--- src/srr_pkg.sv ---
// shared types, widths and constants for the symbol rate register setup block
// no dependencies
package srr_pkg;

  localparam int UNITS_W        = 12;
  localparam int RATE_W         = 26;
  localparam int CODE_W         = 3;
  localparam int INV_W          = 2;
  localparam int BYTE_W         = 8;
  localparam int RATIO_OUT_W    = 24;
  localparam int RATIO_BITS_DEF = 24;

  // dividend is units << 21, fed msb first through the cell row
  localparam int SHIFT_W    = 21;
  localparam int DIVIDEND_W = UNITS_W + SHIFT_W;

  // rate / 100000 == ((rate >> 5) * RECIP_MUL) >> RECIP_FRAC for all 26 bit rates
  localparam int MUL_IN_W    = RATE_W - 5;
  localparam int RECIP_SHIFT = 5;
  localparam int RECIP_FRAC  = 32;
  localparam logic [MUL_IN_W-1:0] RECIP_MUL = 21'd1374390;
  localparam int DIV_W = 10;

  localparam logic [UNITS_W-1:0] UNITS_RESET = 12'd960;

  localparam logic [RATE_W-1:0] RATE_MIN  = 26'd4500000;
  localparam logic [RATE_W-1:0] RATE_B6   = 26'd6000000;
  localparam logic [RATE_W-1:0] RATE_B5   = 26'd9000000;
  localparam logic [RATE_W-1:0] RATE_B4   = 26'd12000000;
  localparam logic [RATE_W-1:0] RATE_B3   = 26'd18000000;
  localparam logic [RATE_W-1:0] RATE_B2   = 26'd24000000;
  localparam logic [RATE_W-1:0] RATE_B1   = 26'd36000000;
  localparam logic [RATE_W-1:0] RATE_MAX  = 26'd45000000;

  localparam logic [BYTE_W-1:0] ROLL_OFF  = 8'h20;
  localparam logic [BYTE_W-1:0] VIT_ON    = 8'h60;
  localparam logic [BYTE_W-1:0] VIT_OFF   = 8'h20;
  localparam logic [BYTE_W-1:0] VIT_AUTO  = 8'h00;

  localparam logic [BYTE_W-1:0] PUNC_HALF  = 8'h80;
  localparam logic [BYTE_W-1:0] PUNC_2_3   = 8'h40;
  localparam logic [BYTE_W-1:0] PUNC_3_4   = 8'h20;
  localparam logic [BYTE_W-1:0] PUNC_5_6   = 8'h08;
  localparam logic [BYTE_W-1:0] PUNC_7_8   = 8'h02;
  localparam logic [BYTE_W-1:0] PUNC_ANY   = 8'hFF;

  localparam logic [CODE_W-1:0] CR_HALF = 3'd1;
  localparam logic [CODE_W-1:0] CR_2_3  = 3'd2;
  localparam logic [CODE_W-1:0] CR_3_4  = 3'd3;
  localparam logic [CODE_W-1:0] CR_5_6  = 3'd4;
  localparam logic [CODE_W-1:0] CR_7_8  = 3'd5;

  localparam logic [INV_W-1:0] INV_OFF = 2'd0;
  localparam logic [INV_W-1:0] INV_ON  = 2'd1;

  localparam int IN_DATA_W  = 32;
  localparam int OUT_DATA_W = 56;

  typedef struct packed {
    logic [DIV_W-1:0]   divisor;
    logic [UNITS_W-1:0] units;
    logic [DIV_W-1:0]   rem;
    logic [BYTE_W-1:0]  viterbi;
    logic [BYTE_W-1:0]  filter;
    logic [BYTE_W-1:0]  puncture;
    logic               unsup;
    logic               div_zero;
  } srr_item_t;

  function automatic logic [2:0] band_code(input logic [RATE_W-1:0] rate);
    logic [2:0] code;
    if (rate < RATE_MIN)      code = 3'd0;
    else if (rate <= RATE_B6) code = 3'd7;
    else if (rate <= RATE_B5) code = 3'd6;
    else if (rate <= RATE_B4) code = 3'd5;
    else if (rate <= RATE_B3) code = 3'd4;
    else if (rate <= RATE_B2) code = 3'd3;
    else if (rate <= RATE_B1) code = 3'd2;
    else if (rate <= RATE_MAX) code = 3'd1;
    else                      code = 3'd0;
    return code;
  endfunction

  function automatic logic [BYTE_W-1:0] puncture_for(input logic [CODE_W-1:0] code);
    logic [BYTE_W-1:0] mask;
    unique case (code)
      CR_HALF: mask = PUNC_HALF;
      CR_2_3:  mask = PUNC_2_3;
      CR_3_4:  mask = PUNC_3_4;
      CR_5_6:  mask = PUNC_5_6;
      CR_7_8:  mask = PUNC_7_8;
      default: mask = PUNC_ANY;
    endcase
    return mask;
  endfunction

  function automatic logic [BYTE_W-1:0] viterbi_for(input logic [INV_W-1:0] inv);
    logic [BYTE_W-1:0] v;
    unique case (inv)
      INV_OFF: v = VIT_OFF;
      INV_ON:  v = VIT_ON;
      default: v = VIT_AUTO;
    endcase
    return v;
  endfunction

endpackage

--- src/symbol_rate_register_setup.sv ---
// top level: symbol rate register setup, front end plus a row of divider cells
// depends on srr_pkg, srr_front, srr_div_cell
// pipeline: 2 front stages, then 33 divider cells, every stage registered
// throughput: one request per cycle; the row of divider cells, one quotient bit per cell
// each stage holds its item while the next one stalls; empty stages fill behind a stall
// reset: synchronous active low, clears all stage valids, clock register back to 960
module symbol_rate_register_setup #(
  parameter int RATIO_BITS = srr_pkg::RATIO_BITS_DEF
) (
  input  logic                            clk,
  input  logic                            rst_n,
  input  logic                            cfg_valid,
  output logic                            cfg_ready,
  input  logic [srr_pkg::UNITS_W-1:0]     cfg_data,     // system_clock_units
  input  logic                            in_tvalid,
  output logic                            in_tready,
  // symbol_rate[25:0], code_rate[28:26], inversion_mode[30:29], zero pad
  input  logic [srr_pkg::IN_DATA_W-1:0]   in_tdata,
  output logic                            out_tvalid,
  input  logic                            out_tready,
  // viterbi_setting[7:0], clock_ratio[31:8], filter_setting[39:32],
  // puncture_mask[47:40], rate_unsupported[48], zero pad
  output logic [srr_pkg::OUT_DATA_W-1:0]  out_tdata
);
  import srr_pkg::*;

  localparam int NCELL = DIVIDEND_W;
  localparam int EXT_W = (RATIO_BITS > RATIO_OUT_W) ? RATIO_BITS : RATIO_OUT_W;

  logic [UNITS_W-1:0] units_r;

  logic      f_valid;
  logic      f_ready;
  srr_item_t f_item;

  logic                  c_valid [NCELL+1];
  logic                  c_ready [NCELL+1];
  srr_item_t             c_item  [NCELL+1];
  logic [RATIO_BITS-1:0] c_quot  [NCELL+1];

  srr_item_t             last_item;
  logic [RATIO_BITS-1:0] ratio;
  logic [EXT_W-1:0]      ratio_ext;

  assign cfg_ready = 1'b1;

  always_ff @(posedge clk) begin
    if (!rst_n) begin
      units_r <= UNITS_RESET;
    end else if (cfg_valid) begin
      units_r <= cfg_data;
    end
  end

  srr_front u_front (
    .clk       (clk),
    .rst_n     (rst_n),
    .in_valid  (in_tvalid),
    .in_ready  (in_tready),
    .rate      (in_tdata[RATE_W-1:0]),
    .code      (in_tdata[RATE_W +: CODE_W]),
    .inv       (in_tdata[RATE_W+CODE_W +: INV_W]),
    .units     (units_r),
    .out_valid (f_valid),
    .out_ready (f_ready),
    .out_item  (f_item)
  );

  assign c_valid[0] = f_valid;
  assign f_ready    = c_ready[0];
  assign c_item[0]  = f_item;
  assign c_quot[0]  = '0;

  for (genvar i = 0; i < NCELL; i++) begin : g_cell
    srr_div_cell #(
      .IDX        (i),
      .RATIO_BITS (RATIO_BITS)
    ) u_cell (
      .clk       (clk),
      .rst_n     (rst_n),
      .in_valid  (c_valid[i]),
      .in_ready  (c_ready[i]),
      .in_item   (c_item[i]),
      .in_quot   (c_quot[i]),
      .out_valid (c_valid[i+1]),
      .out_ready (c_ready[i+1]),
      .out_item  (c_item[i+1]),
      .out_quot  (c_quot[i+1])
    );
  end

  assign c_ready[NCELL] = out_tready;
  assign last_item      = c_item[NCELL];

  // zero divisor saturates
  assign ratio     = last_item.div_zero ? {RATIO_BITS{1'b1}} : c_quot[NCELL];
  assign ratio_ext = EXT_W'(ratio);

  assign out_tvalid = c_valid[NCELL];
  assign out_tdata  = {7'b0, last_item.unsup, last_item.puncture, last_item.filter,
                       ratio_ext[RATIO_OUT_W-1:0], last_item.viterbi};

  a_band_flag: assert property (@(posedge clk) disable iff (!rst_n)
    out_tvalid |-> ((out_tdata[34:32] == 3'd0) == out_tdata[48]))
    else $error("band code and unsupported flag disagree");

  a_ready_empty: assert property (@(posedge clk) disable iff (!rst_n)
    !out_tvalid |-> in_tready)
    else $error("input stalled while output stage empty");

  a_viterbi: assert property (@(posedge clk) disable iff (!rst_n)
    out_tvalid |-> (out_tdata[7:0] == VIT_ON || out_tdata[7:0] == VIT_OFF ||
                    out_tdata[7:0] == VIT_AUTO))
    else $error("bad viterbi byte");

  a_puncture: assert property (@(posedge clk) disable iff (!rst_n)
    out_tvalid |-> ($onehot(out_tdata[47:40]) || out_tdata[47:40] == PUNC_ANY))
    else $error("bad puncture mask");

  a_saturate: assert property (@(posedge clk) disable iff (!rst_n)
    (out_tvalid && last_item.div_zero) |-> (out_tdata[48] && out_tdata[34:32] == 3'd0))
    else $error("zero divisor not flagged");

endmodule

--- src/srr_front.sv ---
// front end: decodes the request bytes and turns the symbol rate into the divisor
// depends on srr_pkg; two registered stages with a ready chain
module srr_front (
  input  logic                       clk,
  input  logic                       rst_n,
  input  logic                       in_valid,
  output logic                       in_ready,
  input  logic [srr_pkg::RATE_W-1:0]  rate,
  input  logic [srr_pkg::CODE_W-1:0]  code,
  input  logic [srr_pkg::INV_W-1:0]   inv,
  input  logic [srr_pkg::UNITS_W-1:0] units,
  output logic                       out_valid,
  input  logic                       out_ready,
  output srr_pkg::srr_item_t         out_item
);
  import srr_pkg::*;

  logic                a_v_r, a_v_nxt;
  logic [RATE_W-1:0]   a_rate_r;
  srr_item_t           a_item_r;
  logic                a_ready;

  logic                b_v_r, b_v_nxt;
  srr_item_t           b_item_r, b_item_nxt;
  logic                b_ready;

  logic [2*MUL_IN_W-1:0] prod;
  logic [DIV_W-1:0]      divisor;

  assign b_ready  = !b_v_r || out_ready;
  assign a_ready  = !a_v_r || b_ready;
  assign in_ready = a_ready;

  // reciprocal multiply for the divide by 100000
  assign prod    = (2*MUL_IN_W)'(a_rate_r[RATE_W-1:RECIP_SHIFT]) * (2*MUL_IN_W)'(RECIP_MUL);
  assign divisor = prod[RECIP_FRAC +: DIV_W];

  always_comb begin
    a_v_nxt = a_v_r;
    if (a_ready) a_v_nxt = in_valid;
    b_v_nxt = b_v_r;
    if (b_ready) b_v_nxt = a_v_r;
    b_item_nxt          = a_item_r;
    b_item_nxt.divisor  = divisor;
    b_item_nxt.div_zero = (divisor == '0);
    b_item_nxt.unsup    = a_item_r.unsup || (divisor == '0);
  end

  always_ff @(posedge clk) begin
    if (!rst_n) begin
      a_v_r <= 1'b0;
      b_v_r <= 1'b0;
    end else begin
      a_v_r <= a_v_nxt;
      b_v_r <= b_v_nxt;
    end
  end

  always_ff @(posedge clk) begin
    if (a_ready && in_valid) begin
      a_rate_r          <= rate;
      a_item_r.divisor  <= '0;
      a_item_r.units    <= units;
      a_item_r.rem      <= '0;
      a_item_r.viterbi  <= viterbi_for(inv);
      a_item_r.filter   <= ROLL_OFF | BYTE_W'(band_code(rate));
      a_item_r.puncture <= puncture_for(code);
      a_item_r.unsup    <= (rate < RATE_MIN) || (rate > RATE_MAX);
      a_item_r.div_zero <= 1'b0;
    end
    if (b_ready && a_v_r) begin
      b_item_r <= b_item_nxt;
    end
  end

  assign out_valid = b_v_r;
  assign out_item  = b_item_r;

endmodule

--- src/srr_div_cell.sv ---
// one restoring divider cell: brings down one dividend bit, produces one quotient bit
// depends on srr_pkg; position in the row set by IDX
module srr_div_cell #(
  parameter int IDX        = 0,
  parameter int RATIO_BITS = srr_pkg::RATIO_BITS_DEF
) (
  input  logic                  clk,
  input  logic                  rst_n,
  input  logic                  in_valid,
  output logic                  in_ready,
  input  srr_pkg::srr_item_t    in_item,
  input  logic [RATIO_BITS-1:0] in_quot,
  output logic                  out_valid,
  input  logic                  out_ready,
  output srr_pkg::srr_item_t    out_item,
  output logic [RATIO_BITS-1:0] out_quot
);
  import srr_pkg::*;

  localparam int BIT_POS = DIVIDEND_W - 1 - IDX;

  logic                  v_r, v_nxt;
  srr_item_t             item_r, item_nxt;
  logic [RATIO_BITS-1:0] quot_r;

  logic [DIVIDEND_W-1:0] dividend;
  logic [DIV_W:0]        shifted;
  logic [DIV_W:0]        diff;
  logic                  qbit;
  logic [DIV_W-1:0]      rem_nxt;

  assign in_ready = !v_r || out_ready;

  always_comb begin
    dividend     = {in_item.units, {SHIFT_W{1'b0}}};
    shifted      = {in_item.rem, dividend[BIT_POS]};
    diff         = shifted - {1'b0, in_item.divisor};
    qbit         = (shifted >= {1'b0, in_item.divisor});
    rem_nxt      = qbit ? diff[DIV_W-1:0] : shifted[DIV_W-1:0];
    v_nxt        = in_ready ? in_valid : v_r;
    item_nxt     = in_item;
    item_nxt.rem = rem_nxt;
  end

  always_ff @(posedge clk) begin
    if (!rst_n) begin
      v_r <= 1'b0;
    end else begin
      v_r <= v_nxt;
    end
  end

  always_ff @(posedge clk) begin
    if (in_ready && in_valid) begin
      item_r <= item_nxt;
      // upper quotient bits fall off: ratio kept modulo 2^RATIO_BITS
      quot_r <= {in_quot[RATIO_BITS-2:0], qbit};
    end
  end

  assign out_valid = v_r;
  assign out_item  = item_r;
  assign out_quot  = quot_r;

endmodule
--- config.mk ---
export PLATFORM = sky130hd
export DESIGN_NAME = symbol_rate_register_setup
export DESIGN_NICKNAME = d
export VERILOG_FILES = /design/src/srr_pkg.sv /design/src/symbol_rate_register_setup.sv /design/src/srr_front.sv /design/src/srr_div_cell.sv
export SDC_FILE = /design/constraint.sdc
export NUM_CORES = 2
export LEC_CHECK = 0
export ABC_AREA = 1
export BUFFER_PORTS_ARGS = -buffer_cell sky130_fd_sc_hd__buf_2
export CELL_PAD_IN_SITES_DETAIL_PLACEMENT = 1
export CELL_PAD_IN_SITES_GLOBAL_PLACEMENT = 1
export CORE_ASPECT_RATIO = 0.5
export CORE_UTILIZATION = 54
export DETAILED_ROUTE_END_ITERATION = 7
export PLACE_DENSITY = 0.91
export SLEW_MARGIN = 10
export SYNTH_ARGS = -nofsm -noshare
export SYNTH_HDL_FRONTEND = slang
export SYNTH_SLANG_ARGS = --single-unit
--- constraint.sdc ---
create_clock -name clk -period 12.7 [get_ports clk]
set_clock_uncertainty 0.05 [all_clocks]
set_input_delay 1.905 -clock clk [delete_from_list [all_inputs] [get_ports clk]]
set_output_delay 1.905 -clock clk [all_outputs]
set_load 0.05 [all_outputs]
==> run metrics <==
first-pass GRT wire length=270000 um; width of the die=521 um; CP required=10.74 ns; Period minus WS final=7.39 ns; Post-CTS Hold Fix Bufs=0; detailed-route via count=42800; Hold/Removal Path Class=flip-flop to flip-flop; power per standard cell area=194 mW/mm^2; Die Ht=262 um; placed wire-length estimate after detailed placement=118000 um; TritonCTS clock tree=done; Core Box Area=0.133 mm^2; number of register bits inferred by synthesis=1562; endpoint of the worst-slack reg-to-reg timing path=u_front.out_item[1]$_DFFE_PP_; drt total wl=173000 um; die area=0.136 mm^2; sequential-to-total area share from yosys stat=63.8%; Worst Hold Endpoint=g_cell[27].u_cell.out_item[3]$_DFFE_PP_; reg2reg setup slack=5.31 ns; clock edge transition at the registers on the reported setup and hold paths=0.07 ns; number of nets in the final layout=6496; static leakage=31.3 nW; Antenna Cells=0; element type at the critical path start=input pin; top-level I/O count=108; Worst-Margin Slew=1.31 ns; layout cell share with drive strength beyond 1=6.73%; share of synthesized registers carrying an async set or reset=0%; post-CTS setup buffers=0; number of remaining DRC errors=0; length in cells of the worst reg-to-reg path=23; overall routing resource usage=25.7%; critical path endpoint category=output pin; arrival time at the worst endpoint=5.43 ns; maximum number of pins on one net before global-route repair=57; Starting Density=54.9%; max-slew violation total from the final report=0; Max Fanout on Critical Path=6; critical setup path kind=input pin to output pin; antenna violations before repair=0; CTS Sinks=1562; status=completed; Slew headroom=12.3%; Vias per Instance=5.65; per-instance average area after synthesis=13.2 um^2; Area Overhead vs Synth=9.97%; number of DRC violations after detailed-routing iteration 0=2867; worst skew pair latency=0.78 ns; CTS Buffer Depth=3; first-pass iteration count of the detailed router=5; total standard cell area after synthesis=0.0728 mm^2; Yosys cell types=49; endpoints failing hold=0; antenna viol nets, final=0; number of max-cap violations=0; achievable frequency=0.135 GHz; origin of the worst min-delay path=g_cell[26].u_cell.out_item[3]$_DFFE_PP_; number of standard-cell rows in the floorplan=94; Port-buffer cells=87; yosys warns=0; number of resized instances in the post-cts repair step=0; share of the clock period used by the worst path=58.2%; number of buffers added by the clock tree synthesis step=136; leftover overflow at the end of global routing=0; number of cells on the worst hold path=0; Worst Setup SP=out_tready; vias in the first global route=48300; clk root buf=clkbuf_16; EDFF count, synth=1515; maximum level of the CTS H-tree=4; final core utilization=60.4%; GPL Wtd Cong=0.869; Setup violations, final=0; unrepaired setup endpoints after global routing=no; post-synthesis cell count=5505; worst flop-to-flop path startpoint=u_front.a_rate_r[8]$_DFFE_PP_; overall power consumption=0.0155 W; average routed wire per standard cell=22.8 um; total negative slack for setup checks=0 ns; worst supply voltage drop on vdd=518 uV; most frequently used flop master after synthesis=edfxtp_1
layout by cell type, fill, tap and decap left out, types with 101 or more instances in the layout:
cell       instances
edfxtp_1        1515
inv_1            888
ha_1             548
nand2_1          488
a21oi_1          394
nor2_1           351
o21ai_0          310
fa_1             202
xor2_1           149
clkbuf_16        140
xnor2_1          101
power breakdown:
group / switching [W] / leakage [nW] / internal, W
combinational: 0.00351 / 15.0 / 0.00192
sequential: 0.0000655 / 14.1 / 0.00567
clock: 0.00198 / 2.21 / 0.00234
logic make-up after synthesis:
logic type / Yosys count / share of synthesized area [%]
flops: 1562 / 63.8
simple gates: 1118 / 6.66
buf+inv: 987 / 5.26
compound gates: 836 / 6.27
fa+ha+maj: 750 / 15.0
xor+xnor: 250 / 3.01
other cells: 2 / 0.0103
final cells by class:
type	count	area [um^2]
inverters	903	3390
clock buffers	166	3600
flip-flops and latches	1562	46400
repair buffers	121	728
fillers	12800	52500
clock inverters	85	916
well taps	1776	2220
multi-input cells	2973	22700
worst max-delay path, cell delays in order:
cell     delay, ns
buf_2         0.09
inv_1         0.10
nand4_2       0.24
nor2_4        0.28
nand4_4       0.16
nor2_4        0.19
nand4_4       0.13
nor2_4        0.19
nand4_4       0.14
nor2_4        0.21
nand4_4       0.13
nor2_4        0.18
nand4_4       0.15
nor2_4        0.17
nand4_4       0.13
nor2_4        0.19
nand4_4       0.13
nor2_4        0.24
nand4_2       0.18
buf_2         0.26
sequential cells by signal, indices dropped and copies added (netlist names):
| signal | flops |
|---|---|
| u_front.out_valid | 1 |
| g_cell.u_cell.out_valid | 33 |
| units_r | 12 |
| g_cell.u_cell.out_quot | 300 |
| g_cell.u_cell.out_item | 1135 |
| u_front.a_v_r | 1 |
| u_front.a_item_r | 24 |
| u_front.a_rate_r | 21 |
| u_front.out_item | 35 |
Yosys cell counts (2+ instances only):
master | count | share of area, %
clkinv_1 | 9 | 0.046
o2111ai_1 | 3 | 0.036
a311oi_1 | 4 | 0.048
nand3b_1 | 8 | 0.083
o31ai_1 | 9 | 0.093
nor2_1 | 367 | 1.9
a221oi_1 | 3 | 0.036
nand3_1 | 87 | 0.60
nor2_4 | 8 | 0.12
o21ai_0 | 310 | 2.1
conb_1 | 2 | 0.010
o21bai_1 | 42 | 0.43
a211oi_1 | 20 | 0.21
nor3_1 | 55 | 0.38
nor3b_1 | 2 | 0.021
a21boi_0 | 2 | 0.021
nand4_2 | 2 | 0.034
nand4_4 | 7 | 0.20
xor2_1 | 149 | 1.8
buf_4 | 33 | 0.34
and2_1 | 20 | 0.17
a21oi_1 | 395 | 2.7
clkbuf_1 | 51 | 0.26
a211o_1 | 2 | 0.024
dfxtp_1 | 47 | 1.3
nand4_1 | 33 | 0.28
edfxtp_1 | 1515 | 63
inv_1 | 894 | 4.6
fa_1 | 202 | 5.6
ha_1 | 548 | 9.4
nor4_1 | 15 | 0.13
o311ai_0 | 4 | 0.048
a31oi_1 | 3 | 0.026
o221ai_1 | 18 | 0.22
a21o_1 | 9 | 0.093
nand2_1 | 488 | 2.5
or2_2 | 25 | 0.21
xnor2_1 | 101 | 1.2
o211ai_1 | 3 | 0.031
how the worst max path moves through the flow:
stage / end / cells past startpoint / slack, ns
finish: in_tready / 20 / 5.31
global placement: in_tready / 20 / 5.59
floorplan: in_tready / 18 / 6.49
CTS: in_tready / 20 / 5.22
detailed placement: in_tready / 20 / 5.30
global route: in_tready / 20 / 5.00
stage by stage:
step	cell area, um^2	hold WS [ns]	setup slack [ns]	cells
4_1_cts	79900	0.340	5.22	7583
5_1_grt	80000	0.356	5.00	7586
3_3_place_gp	75400	0.350	5.59	7332
3_5_place_dp	75400	0.355	5.30	7332
6_report	80000	0.337	5.31	7586
2_1_floorplan	72800	0.350	6.49	5522
per-layer routing:
layer | up-vias | track usage (%) | wire [um]
li1 | 19400 | - | -
met1 | 21600 | 28.0 | 64400
met2 | 1350 | 49.9 | 95000
met3 | 445 | 3.77 | 7170
met4 | 0 | 10.5 | 6420
met5 | - | 0 | 0
No activity file was read; power rests on OpenSTA's default activity.
